### src/hw/rtl/i2cts_pkg.sv
// Shared constants and types for the I2C transfer sequencer.
// No dependencies; imported by the top level, the checker and the testbench.
`default_nettype none

package i2cts_pkg;

	localparam int BUF_BYTES = 32;
	localparam int BUF_AW    = $clog2(BUF_BYTES);
	localparam int LEN_W     = 6;
	localparam int CMD_W     = 5;

	localparam logic [LEN_W-1:0] BUF_LIMIT = LEN_W'(BUF_BYTES);

	typedef enum logic [2:0] {
		ACT_NONE    = 3'd0,
		ACT_ACK     = 3'd1,
		ACT_NACK    = 3'd2,
		ACT_STOP    = 3'd3,
		ACT_RELEASE = 3'd4,
		ACT_START   = 3'd5
	} act_t;

	typedef enum logic [1:0] {
		MODE_READY = 2'd0,
		MODE_MTX   = 2'd1,
		MODE_SRX   = 2'd2,
		MODE_STX   = 2'd3
	} mode_t;

	typedef enum logic [2:0] {
		ERR_NONE      = 3'd0,
		ERR_ADDR_NACK = 3'd1,
		ERR_DATA_NACK = 3'd2,
		ERR_ARB_LOST  = 3'd3,
		ERR_RECV_FULL = 3'd4,
		ERR_BUS       = 3'd5
	} err_t;

	typedef enum logic [1:0] {
		SRC_CONST  = 2'd0,
		SRC_MASTER = 2'd1,
		SRC_REPLY  = 2'd2,
		SRC_RECV   = 2'd3
	} src_t;

	localparam logic [CMD_W-1:0] CMD_START_SENT  = 5'd0;
	localparam logic [CMD_W-1:0] CMD_MT_ACK      = 5'd1;
	localparam logic [CMD_W-1:0] CMD_MT_ADDR_NAK = 5'd2;
	localparam logic [CMD_W-1:0] CMD_MT_DATA_NAK = 5'd3;
	localparam logic [CMD_W-1:0] CMD_ARB_LOST    = 5'd4;
	localparam logic [CMD_W-1:0] CMD_MR_DATA_ACK = 5'd5;
	localparam logic [CMD_W-1:0] CMD_MR_ADDR_ACK = 5'd6;
	localparam logic [CMD_W-1:0] CMD_MR_DATA_NAK = 5'd7;
	localparam logic [CMD_W-1:0] CMD_MR_ADDR_NAK = 5'd8;
	localparam logic [CMD_W-1:0] CMD_SR_ADDRESSED = 5'd9;
	localparam logic [CMD_W-1:0] CMD_SR_DATA_ACK = 5'd10;
	localparam logic [CMD_W-1:0] CMD_SR_STOP     = 5'd11;
	localparam logic [CMD_W-1:0] CMD_SR_DATA_NAK = 5'd12;
	localparam logic [CMD_W-1:0] CMD_ST_ADDRESSED = 5'd13;
	localparam logic [CMD_W-1:0] CMD_ST_DATA_ACK = 5'd14;
	localparam logic [CMD_W-1:0] CMD_ST_DONE     = 5'd15;
	localparam logic [CMD_W-1:0] CMD_BUS_ERROR   = 5'd16;
	localparam logic [CMD_W-1:0] CMD_STOP_DONE   = 5'd17;
	localparam logic [CMD_W-1:0] CMD_BEGIN       = 5'd18;
	localparam logic [CMD_W-1:0] CMD_LOAD_MASTER = 5'd19;
	localparam logic [CMD_W-1:0] CMD_LOAD_REPLY  = 5'd20;
	localparam logic [CMD_W-1:0] CMD_READ        = 5'd21;
	localparam logic [CMD_W-1:0] CMD_TAKE_FRAME  = 5'd22;

endpackage

`default_nettype wire

### src/hw/rtl/i2c_master_slave_transfer_sequencer.sv
// Top level of the I2C master/slave transfer sequencer.
// Depends on i2cts_pkg and i2cts_ram.
//
// Usage:
//  Input channel (in_valid/in_stall) carries one word per bus status event
//  or host access: cmd, data_byte, index, length, target_address,
//  read_not_write. Output channel (out_valid/out_stall) returns exactly one
//  result word per input word, in order.
//  Master, slave-receive and slave-reply buffers live in three RAMs with a
//  registered read; scalar state is in flops.
//  Path: an accepted word is held in the read stage, then in the output
//  register, which drives the outputs.
//  Throughput: one word per cycle while the output is not stalled. Each word does at most one read and one
//  write per buffer RAM at its accept edge, so the next word always sees it.
//  Stall: when out_stall holds, the output register holds its word, the
//  read stage fills, and then in_stall rises until the output drains.
//  Reset (arst_n low): mode ready, positions, lengths and error cleared,
//  no words in flight. Buffer contents are undefined until written.
`default_nettype none

module i2c_master_slave_transfer_sequencer
	import i2cts_pkg::*;
(
	input  wire logic       clk,
	input  wire logic       arst_n,
	input  wire logic       in_valid,
	output      logic       in_stall,
	input  wire logic [4:0] cmd,
	input  wire logic [7:0] data_byte,
	input  wire logic [4:0] index,
	input  wire logic [5:0] length,
	input  wire logic [6:0] target_address,
	input  wire logic       read_not_write,
	output      logic       out_valid,
	input  wire logic       out_stall,
	output      logic [7:0] drive_byte,
	output      logic       drive_valid,
	output      logic [2:0] bus_action,
	output      logic [1:0] mode,
	output      logic [2:0] error_code,
	output      logic       tx_done,
	output      logic       tx_failed,
	output      logic [7:0] read_data,
	output      logic [5:0] rx_count
);

	// scalar state
	mode_t            mode_q;
	logic             stop_pend_q;
	logic [7:0]       addr_rw_q;
	logic [LEN_W-1:0] mpos_q, mlen_q, rpos_q, ypos_q, ylen_q;
	err_t             err_q;

	// next state
	mode_t            mode_n;
	logic             stop_pend_n;
	logic [7:0]       addr_rw_n;
	logic [LEN_W-1:0] mpos_n, mlen_n, rpos_n, ypos_n, ylen_n;
	err_t             err_n;

	// step results
	src_t             drv_src, rd_src;
	logic [7:0]       drv_const;
	logic             drv_vld, done, fail;
	act_t             act;
	logic [LEN_W-1:0] cnt;

	// RAM ports
	logic              m_we, m_re, r_we, r_re, y_we, y_re;
	logic [BUF_AW-1:0] m_wa, m_ra, r_wa, r_ra, y_wa, y_ra;
	logic [7:0]        m_wd, r_wd, y_wd, m_rd, r_rd, y_rd;

	// read stage
	logic             vld_s1;
	src_t             drv_src_s1, rd_src_s1;
	logic [7:0]       drv_const_s1;
	logic             drv_vld_s1, done_s1, fail_s1;
	act_t             act_s1;
	mode_t            mode_s1;
	err_t             err_s1;
	logic [LEN_W-1:0] cnt_s1;

	// output register
	logic             out_vld_q;
	logic [7:0]       drive_byte_q, read_data_q;
	logic             drive_valid_q, done_q, fail_q;
	act_t             act_q;
	mode_t            mode_q2;
	err_t             err_q2;
	logic [LEN_W-1:0] cnt_q;

	logic accept, adv_s1;
	logic [LEN_W-1:0] idx_ext, mpos_st;

	assign adv_s1   = vld_s1 && (!out_vld_q || !out_stall);
	assign in_stall = vld_s1 && !adv_s1;
	assign accept   = in_valid && !in_stall;
	assign idx_ext  = {1'b0, index};

	always_comb begin
		mode_n      = mode_q;
		stop_pend_n = stop_pend_q;
		addr_rw_n   = addr_rw_q;
		mpos_n      = mpos_q;
		mlen_n      = mlen_q;
		rpos_n      = rpos_q;
		ypos_n      = ypos_q;
		ylen_n      = ylen_q;
		err_n       = err_q;
		drv_src     = SRC_CONST;
		rd_src      = SRC_CONST;
		drv_const   = 8'h00;
		drv_vld     = 1'b0;
		done        = 1'b0;
		fail        = 1'b0;
		act         = ACT_NONE;
		cnt         = '0;
		m_we = 1'b0; m_re = 1'b0; r_we = 1'b0; r_re = 1'b0; y_we = 1'b0; y_re = 1'b0;
		m_wa = mpos_q[BUF_AW-1:0];
		m_ra = mpos_q[BUF_AW-1:0];
		r_wa = rpos_q[BUF_AW-1:0];
		r_ra = index[BUF_AW-1:0];
		y_wa = index[BUF_AW-1:0];
		y_ra = ypos_q[BUF_AW-1:0];
		m_wd = data_byte;
		r_wd = data_byte;
		y_wd = data_byte;
		mpos_st = mpos_q;

		// master receive store
		if ((cmd == CMD_MR_DATA_ACK || cmd == CMD_MR_DATA_NAK) && mpos_q < BUF_LIMIT) begin
			m_we    = 1'b1;
			mpos_st = mpos_q + 1'b1;
		end

		case (cmd)
			CMD_START_SENT: begin
				drv_const = addr_rw_q;
				drv_vld   = 1'b1;
				act       = ACT_ACK;
			end
			CMD_MT_ACK: begin
				if (mpos_q < mlen_q && mpos_q < BUF_LIMIT) begin
					m_re    = 1'b1;
					drv_src = SRC_MASTER;
					drv_vld = 1'b1;
					mpos_n  = mpos_q + 1'b1;
					act     = ACT_ACK;
				end else begin
					done        = (mode_q == MODE_MTX) && (mpos_q >= mlen_q);
					fail        = (mode_q == MODE_MTX) && (mpos_q < mlen_q);
					stop_pend_n = 1'b1;
					act         = ACT_STOP;
				end
			end
			CMD_MT_ADDR_NAK, CMD_MT_DATA_NAK, CMD_MR_ADDR_NAK, CMD_BUS_ERROR: begin
				done        = (mode_q == MODE_MTX) && (mpos_q >= mlen_q);
				fail        = (mode_q == MODE_MTX) && (mpos_q < mlen_q);
				stop_pend_n = 1'b1;
				act         = ACT_STOP;
				if (cmd == CMD_MT_ADDR_NAK) err_n = ERR_ADDR_NACK;
				if (cmd == CMD_MT_DATA_NAK) err_n = ERR_DATA_NACK;
				if (cmd == CMD_BUS_ERROR)   err_n = ERR_BUS;
			end
			CMD_ARB_LOST: begin
				err_n  = ERR_ARB_LOST;
				act    = ACT_RELEASE;
				mode_n = MODE_READY;
			end
			CMD_MR_DATA_ACK: begin
				mpos_n = mpos_st;
				act    = (mpos_st < mlen_q) ? ACT_ACK : ACT_NACK;
			end
			CMD_MR_ADDR_ACK: begin
				act = (mpos_q < mlen_q) ? ACT_ACK : ACT_NACK;
			end
			CMD_MR_DATA_NAK: begin
				mpos_n      = mpos_st;
				done        = (mode_q == MODE_MTX) && (mpos_st >= mlen_q);
				fail        = (mode_q == MODE_MTX) && (mpos_st < mlen_q);
				stop_pend_n = 1'b1;
				act         = ACT_STOP;
			end
			CMD_SR_ADDRESSED: begin
				mode_n = MODE_SRX;
				rpos_n = '0;
				act    = ACT_ACK;
			end
			CMD_SR_DATA_ACK: begin
				if (rpos_q < BUF_LIMIT) begin
					r_we   = 1'b1;
					rpos_n = rpos_q + 1'b1;
					act    = ACT_ACK;
				end else begin
					err_n = ERR_RECV_FULL;
					act   = ACT_NACK;
				end
			end
			CMD_SR_STOP: begin
				act    = ACT_RELEASE;
				mode_n = MODE_READY;
				r_we   = (rpos_q < BUF_LIMIT);
				r_wd   = 8'h00;
			end
			CMD_SR_DATA_NAK: begin
				act    = ACT_NACK;
				rpos_n = '0;
			end
			CMD_ST_ADDRESSED: begin
				mode_n  = MODE_STX;
				ypos_n  = LEN_W'(1);
				drv_vld = 1'b1;
				if (ylen_q == '0) begin
					// empty reply: send a single zero byte
					y_we   = 1'b1;
					y_wa   = '0;
					y_wd   = 8'h00;
					ylen_n = LEN_W'(1);
				end else begin
					y_re    = 1'b1;
					y_ra    = '0;
					drv_src = SRC_REPLY;
				end
				if (ylen_n > LEN_W'(1)) begin
					act = ACT_ACK;
				end else begin
					ylen_n = '0;
					act    = ACT_NACK;
				end
			end
			CMD_ST_DATA_ACK: begin
				drv_vld = 1'b1;
				if (ypos_q < BUF_LIMIT) begin
					y_re    = 1'b1;
					drv_src = SRC_REPLY;
					ypos_n  = ypos_q + 1'b1;
				end
				if (ypos_n < ylen_q) begin
					act = ACT_ACK;
				end else begin
					ylen_n = '0;
					act    = ACT_NACK;
				end
			end
			CMD_ST_DONE: begin
				act    = ACT_ACK;
				mode_n = MODE_READY;
			end
			CMD_STOP_DONE: begin
				if (stop_pend_q) begin
					if (mode_q == MODE_MTX) begin
						mpos_n = '0;
						mlen_n = '0;
					end
					mode_n      = MODE_READY;
					stop_pend_n = 1'b0;
				end
			end
			CMD_BEGIN: begin
				if (mode_q == MODE_READY) begin
					addr_rw_n = {target_address, read_not_write};
					mpos_n    = '0;
					mlen_n    = (length > BUF_LIMIT) ? BUF_LIMIT : length;
					mode_n    = MODE_MTX;
					act       = ACT_START;
				end
			end
			CMD_LOAD_MASTER: begin
				m_we = (idx_ext < BUF_LIMIT);
				m_wa = index[BUF_AW-1:0];
			end
			CMD_LOAD_REPLY: begin
				y_we   = (idx_ext < BUF_LIMIT);
				ylen_n = (length > BUF_LIMIT) ? BUF_LIMIT : length;
			end
			CMD_READ: begin
				if (idx_ext < BUF_LIMIT) begin
					if (read_not_write) begin
						m_re   = 1'b1;
						m_ra   = index[BUF_AW-1:0];
						rd_src = SRC_MASTER;
					end else begin
						r_re   = 1'b1;
						rd_src = SRC_RECV;
					end
				end
			end
			CMD_TAKE_FRAME: begin
				if (rpos_q != '0 && mode_q == MODE_READY) begin
					cnt    = rpos_q;
					rpos_n = '0;
				end
			end
			default: begin
			end
		endcase
	end

	i2cts_ram #(.DEPTH(BUF_BYTES), .WIDTH(8)) u_master_ram (
		.clk(clk), .we(accept && m_we), .waddr(m_wa), .wdata(m_wd),
		.re(accept && m_re), .raddr(m_ra), .rdata(m_rd)
	);

	i2cts_ram #(.DEPTH(BUF_BYTES), .WIDTH(8)) u_recv_ram (
		.clk(clk), .we(accept && r_we), .waddr(r_wa), .wdata(r_wd),
		.re(accept && r_re), .raddr(r_ra), .rdata(r_rd)
	);

	i2cts_ram #(.DEPTH(BUF_BYTES), .WIDTH(8)) u_reply_ram (
		.clk(clk), .we(accept && y_we), .waddr(y_wa), .wdata(y_wd),
		.re(accept && y_re), .raddr(y_ra), .rdata(y_rd)
	);

	always_ff @(posedge clk or negedge arst_n) begin
		if (!arst_n) begin
			mode_q      <= MODE_READY;
			stop_pend_q <= 1'b0;
			addr_rw_q   <= 8'h00;
			mpos_q      <= '0;
			mlen_q      <= '0;
			rpos_q      <= '0;
			ypos_q      <= '0;
			ylen_q      <= '0;
			err_q       <= ERR_NONE;
		end else if (accept) begin
			mode_q      <= mode_n;
			stop_pend_q <= stop_pend_n;
			addr_rw_q   <= addr_rw_n;
			mpos_q      <= mpos_n;
			mlen_q      <= mlen_n;
			rpos_q      <= rpos_n;
			ypos_q      <= ypos_n;
			ylen_q      <= ylen_n;
			err_q       <= err_n;
		end
	end

	always_ff @(posedge clk or negedge arst_n) begin
		if (!arst_n) begin
			vld_s1 <= 1'b0;
		end else if (accept) begin
			vld_s1 <= 1'b1;
		end else if (adv_s1) begin
			vld_s1 <= 1'b0;
		end
	end

	always_ff @(posedge clk) begin
		if (accept) begin
			drv_src_s1   <= drv_src;
			rd_src_s1    <= rd_src;
			drv_const_s1 <= drv_const;
			drv_vld_s1   <= drv_vld;
			done_s1      <= done;
			fail_s1      <= fail;
			act_s1       <= act;
			mode_s1      <= mode_n;
			err_s1       <= err_n;
			cnt_s1       <= cnt;
		end
	end

	always_ff @(posedge clk or negedge arst_n) begin
		if (!arst_n) begin
			out_vld_q <= 1'b0;
		end else if (adv_s1) begin
			out_vld_q <= 1'b1;
		end else if (!out_stall) begin
			out_vld_q <= 1'b0;
		end
	end

	always_ff @(posedge clk) begin
		if (adv_s1) begin
			case (drv_src_s1)
				SRC_MASTER: drive_byte_q <= m_rd;
				SRC_REPLY:  drive_byte_q <= y_rd;
				default:    drive_byte_q <= drv_const_s1;
			endcase
			case (rd_src_s1)
				SRC_MASTER: read_data_q <= m_rd;
				SRC_RECV:   read_data_q <= r_rd;
				default:    read_data_q <= 8'h00;
			endcase
			drive_valid_q <= drv_vld_s1;
			done_q        <= done_s1;
			fail_q        <= fail_s1;
			act_q         <= act_s1;
			mode_q2       <= mode_s1;
			err_q2        <= err_s1;
			cnt_q         <= cnt_s1;
		end
	end

	assign out_valid   = out_vld_q;
	assign drive_byte  = drive_byte_q;
	assign drive_valid = drive_valid_q;
	assign bus_action  = act_q;
	assign mode        = mode_q2;
	assign error_code  = err_q2;
	assign tx_done     = done_q;
	assign tx_failed   = fail_q;
	assign read_data   = read_data_q;
	assign rx_count    = cnt_q;

endmodule

`default_nettype wire

### src/hw/rtl/i2cts_ram.sv
// Simple dual-port RAM, one write and one registered read port.
// Standalone; used for the three byte buffers of the sequencer.
`default_nettype none

module i2cts_ram #(
	parameter int DEPTH = 32,
	parameter int WIDTH = 8
) (
	input  wire logic                     clk,
	input  wire logic                     we,
	input  wire logic [$clog2(DEPTH)-1:0] waddr,
	input  wire logic [WIDTH-1:0]         wdata,
	input  wire logic                     re,
	input  wire logic [$clog2(DEPTH)-1:0] raddr,
	output      logic [WIDTH-1:0]         rdata
);

	logic [WIDTH-1:0] mem [DEPTH];
	logic [WIDTH-1:0] rdata_q;

	always_ff @(posedge clk) begin
		if (we) begin
			mem[waddr] <= wdata;
		end
		if (re) begin
			rdata_q <= mem[raddr];
		end
	end

	assign rdata = rdata_q;

endmodule

`default_nettype wire

### config.mk
export PLATFORM = sky130hd
export DESIGN_NAME = i2c_master_slave_transfer_sequencer
export DESIGN_NICKNAME = d
export VERILOG_FILES = /design/src/hw/rtl/i2cts_pkg.sv /design/src/hw/rtl/i2c_master_slave_transfer_sequencer.sv /design/src/hw/rtl/i2cts_ram.sv
export SDC_FILE = /design/constraint.sdc
export NUM_CORES = 1
export LEC_CHECK = 0
export BUFFER_PORTS_ARGS = -buffer_cell sky130_fd_sc_hd__buf_2
export CORE_MARGIN = 3
export CORE_UTILIZATION = 39
export CTS_CLUSTER_DIAMETER = 120
export DETAILED_ROUTE_END_ITERATION = 16
export PLACE_DENSITY_LB_ADDON = 0.05
export SLEW_MARGIN = 20
export SYNTH_ARGS = -nofsm -noshare
export SYNTH_HDL_FRONTEND = slang
export SYNTH_SLANG_ARGS = --single-unit
### constraint.sdc
create_clock -name clk -period 6.05 [get_ports clk]
set_input_delay 0.605 -clock clk [delete_from_list [all_inputs] [get_ports clk]]
set_output_delay 0.605 -clock clk [all_outputs]
set_load 0.005 [all_outputs]
==> flow_metrics.env <==
export IMPL_grt_start_max_net_pins=69
export IMPL_timing_final_crit_share_pct=66.9
export IMPL_routed_wirelength_um=104000
export IMPL_status="finished clean"
export IMPL_synth_edf_count=854
export IMPL_timing_hold_worst_class="primary input to asynchronous set/reset pin"
export IMPL_critical_path_cell_chain="buf_2 > nor2_1 > nand2_1 > nor2_1 > mux2i_1 > inv_1 > or2_2 > nor2_1"
export IMPL_port_buf_inserts=70
export IMPL_net_switching_power_w=0.00418
export IMPL_gr_usage_all_layers_pct=21.0
export IMPL_r2r_slack_ps=2590
export IMPL_clock_sinks=900
export IMPL_placed_cells=3611
export IMPL_clk_insertion_delay_late_ps=670
export IMPL_synth_top_family_by_area="compound AO/OA/AOI/OAI gates"
export IMPL_routabilityCongestion=0.852
export IMPL_ys_seq_area_share_pct=71.9
export IMPL_crit_fanout=35
export IMPL_seq_power_share_pct=46.5
export IMPL_core_region_area_mm2=0.0940
export IMPL_die_area_mm2=0.0993
export IMPL_synthesis_nets=2438
export IMPL_post_layout_nonfiller_instances=3796
export IMPL_detail_route_wl_per_cell_um=27.5
export IMPL_worst_setup_hold_path_clk_slew_ps=60
export IMPL_path_class="primary input to register"
export IMPL_ant_nets=0
export IMPL_regToRegEndpoint="act_s1[1]$_DFFE_PP_"
export IMPL_crit_arrival_ps=4340
export IMPL_worst_slew_pin_transition_ps=1090
export IMPL_initial_standard_cell_utilization_of_the_core_pct=39.6
export IMPL_postCtsResizedCells=0
export IMPL_worst_path_largest_cell_delay_ps=980
export IMPL_crit_required_ps=6340
export IMPL_powerDensity_mw_per_mm2=362
export IMPL_period_needed_ps=4050
export IMPL_pwr_share_comb_pct=15.7
export IMPL_avgViaCountPerCell=5.71
export IMPL_timing_critical_path_mode_cell="nor2_1"
export IMPL_final_setup_tns_ps=0
export IMPL_die_height_um=315
export IMPL_worstSetupEndpointType="register"
export IMPL_std_cell_rows=112
export IMPL_postSynthAreaPerCell_um2=15.7
export IMPL_grt_pass1_vias=21601
export IMPL_grt_first_pass_wirelength_um=152000
export IMPL_synth_compound_area_share_pct=8.66
export IMPL_cts_htree_levels=3
export IMPL_remaining_drc_errors=0
export IMPL_nNetsFinal=2519
export IMPL_synth_async_reset_ratio_pct=5.11
export IMPL_cts_tree="built"
export IMPL_finalSetupViolCount=0
export IMPL_power_report_internal_total_w=0.0111
export IMPL_muxShareOfSynthArea_pct=8.61
export IMPL_area_growth_synth_to_final_pct=13.2
export IMPL_dp_final_hpwl_um=67700
export IMPL_timing_critical_path_from_type="primary input"
export IMPL_drt_pass1_iterations=5
export IMPL_syn_instance_count=2377
export IMPL_maxSlewHeadroom_pct=25.2
export IMPL_simple_gate_fraction_of_synth_area_pct=7.77
export IMPL_post_cts_setup_buffer_count=0
export IMPL_pin_count=71
export IMPL_layout_drive_gt1_share_pct=17.9
export IMPL_count_of_final_max_slew_check_failures=0
export IMPL_dpl_worst_slack_ps=1470
export IMPL_clock_skew_final_ps=30.7
export IMPL_hold_viol=0
export IMPL_tritoncts_num_buffers=98
export IMPL_power_static_leakage_nw=13.7
export IMPL_number_of_cells_on_the_worst_reg_to_reg_path=9
export IMPL_switching_share_of_power_pct=27.4
export IMPL_synthesis_area_mm2=0.0373
export IMPL_syn_warnings=0
export IMPL_max_clock_path_buffers=3
export IMPL_critical_path_top_delay_family="simple AND/OR/NAND/NOR gates"
export IMPL_cap_violations=0
export IMPL_finalCoreUtilization_pct=44.9
export IMPL_fp_dieW_um=315
export IMPL_setup_repair_after_global_routing_missed_its_margin="false"
export IMPL_clock_root_buffer="clkbuf_16"
export IMPL_drtIter0Drc=2161
export IMPL_power_share_clock_pct=37.8
export IMPL_ys_types=80
export IMPL_critical_path_reg2reg_startpoint="ypos_q[0]$_DFFE_PN0P_"
export IMPL_final_global_route_overflow_total=0
export IMPL_yosys_area_share_xor_xnor_pct=0.188
export IMPL_detailroute_via_count=21665
export IMPL_yosys_most_used_dff="edfxtp_1"
export IMPL_synth_ff_latch_count=900
export IMPL_fillerInstances=8322
export IMPL_synth_adder_area_share_pct=0.839
export IMPL_ir_drop_uv=236
export IMPL_grt_antenna_before_repair=7
export IMPL_layout_setup_ws_ps=2000
export IMPL_cts_hold_buffers_added=0
export IMPL_worst_path_max_delay_cell="mux2i_1"
export IMPL_cp_num_buf_inv=2
export IMPL_max_clock_freq_mhz=247
## power by group through the flow
| stage | Combinational (W) | Clock [W] | Sequential [W] |
|---|---|---|---|
| after floorplan | 0.00155 | 0 | 0.00715 |
| after global placement | 0.00237 | 0 | 0.00723 |
| after detailed placement | 0.00239 | 0 | 0.00723 |
| after CTS | 0.00240 | 0.00593 | 0.00710 |
| after global routing | 0.00259 | 0.00617 | 0.00711 |
| final | 0.00239 | 0.00578 | 0.00710 |
## cell families (layout without fill, tap and decap cells)
group	Yosys count	count (layout)
other	0	2
adders and majority gates	25	25
buffers and inverters	180	343
AOI/OAI and AO/OA	472	472
muxes	174	174
DFF	900	900
and+or+nand+nor	618	618
xor gates and xnor gates	8	8
## how the worst max path moves through the flow
| stage | start | endpoint | slack (ps) | depth (start not counted) |
|---|---|---|---|---|
| floorplan | out_stall | bus_action[0]$_DFFE_PP_ | 2520 | 1 |
| global placement | cmd[2] | u_master_ram.mem[0][0]$_DFFE_PP_ | 1590 | 8 |
| detailed placement | cmd[2] | u_master_ram.mem[0][7]$_DFFE_PP_ | 1470 | 8 |
| CTS | cmd[2] | u_master_ram.mem[0][4]$_DFFE_PP_ | 2180 | 8 |
| global route | cmd[2] | u_master_ram.mem[0][6]$_DFFE_PP_ | 1860 | 8 |
| finish | cmd[2] | u_master_ram.mem[1][4]$_DFFE_PP_ | 2000 | 8 |
## cell usage after synthesis (all sizes together) (10+ instances only)
| cell type | number | area (um^2) |
|---|---|---|
| nand2 | 184 | 696 |
| mux2i | 29 | 294 |
| a31oi | 40 | 256 |
| o31ai | 13 | 97.6 |
| clkbuf | 88 | 333 |
| a32oi | 13 | 114 |
| nand3 | 34 | 175 |
| a211oi | 60 | 450 |
| ha | 25 | 313 |
| o221ai | 33 | 308 |
| nor2b | 38 | 238 |
| a21oi | 116 | 584 |
| nor3 | 17 | 95.1 |
| a22o | 20 | 175 |
| a22oi | 10 | 75.1 |
| a2111oi | 12 | 105 |
| o22ai | 13 | 81.3 |
| o22a | 11 | 96.3 |
| mux4 | 114 | 2570 |
| edfxtp | 854 | 25600 |
| nor4 | 12 | 75.1 |
| and2 | 27 | 169 |
| and3 | 46 | 288 |
| inv | 30 | 113 |
| buf | 62 | 319 |
| o21ai | 68 | 340 |
| a311oi | 11 | 96.3 |
| nand2b | 13 | 81.3 |
| mux2 | 31 | 349 |
| nor2 | 211 | 792 |
| dfrtp | 46 | 1150 |
## metal layers
metal,routed length [um],vias up,track usage [%]
met5,12,-,0
li1,-,9570,-
met1,47200,11186,30.7
met2,48200,764,32.5
met3,6750,143,3.91
met4,2190,2,4.89
## state kept, by name, indices dropped and copies added, names as in the netlist, 8 cells and up
name and cells:
u_master_ram.rdata 8, addr_rw_q 8, read_data 8, drv_const_s1 8, u_reply_ram.rdata 8, u_recv_ram.mem 256
u_recv_ram.rdata 8, drive_byte 8, u_master_ram.mem 256, u_reply_ram.mem 256
## worst register-to-register path, delay by kind of cell, from the launching register on
family / cells / cell delay, ps
AO/OA/AOI/OAI: 4 / 610
buffers and inverters: 1 / 640
adder cells (fa/ha/maj): 1 / 250
flip-flops: 1 / 780
AND/OR/NAND/NOR: 3 / 920
## cell usage in the layout (no fill, tap or decap), drive strengths merged, types with 47 or more instances in the layout
cell | netlist | routed
nand2 | 184 | 184
mux4 | 114 | 114
a211oi | 60 | 60
nor2 | 211 | 211
edfxtp | 854 | 854
o21ai | 68 | 68
buf | 62 | 131
a21oi | 116 | 116
clkbuf | 88 | 119
clkinv | 0 | 47
## stage by stage
step | power, W | instance area, um^2 | hold WS, ps
2_1_floorplan | 0.00870 | 37300 | 309
3_3_place_gp | 0.00960 | 39100 | 401
3_5_place_dp | 0.00962 | 39100 | 405
4_1_cts | 0.0154 | 42200 | 42.5
5_1_grt | 0.0159 | 42200 | 75.7
6_report | 0.0153 | 42200 | 40.6
## area by class of cell
| class | instances | area, um^2 | area share [%] |
|---|---|---|---|
| Multi-Input combinational cell | 1297 | 9810 | 23.2 |
| Timing Repair Buffer | 131 | 831 | 1.97 |
| Inverter | 30 | 113 | 0.267 |
| Tap cell | 1254 | 1570 | 3.72 |
| Clock buffer | 119 | 2560 | 6.07 |
| Sequential cell | 900 | 26800 | 63.5 |
| Clock inverter | 63 | 523 | 1.24 |
| Antenna cell | 2 | 5.00 | 0.0119 |
Note: power is estimated with default switching activity, not from simulation.
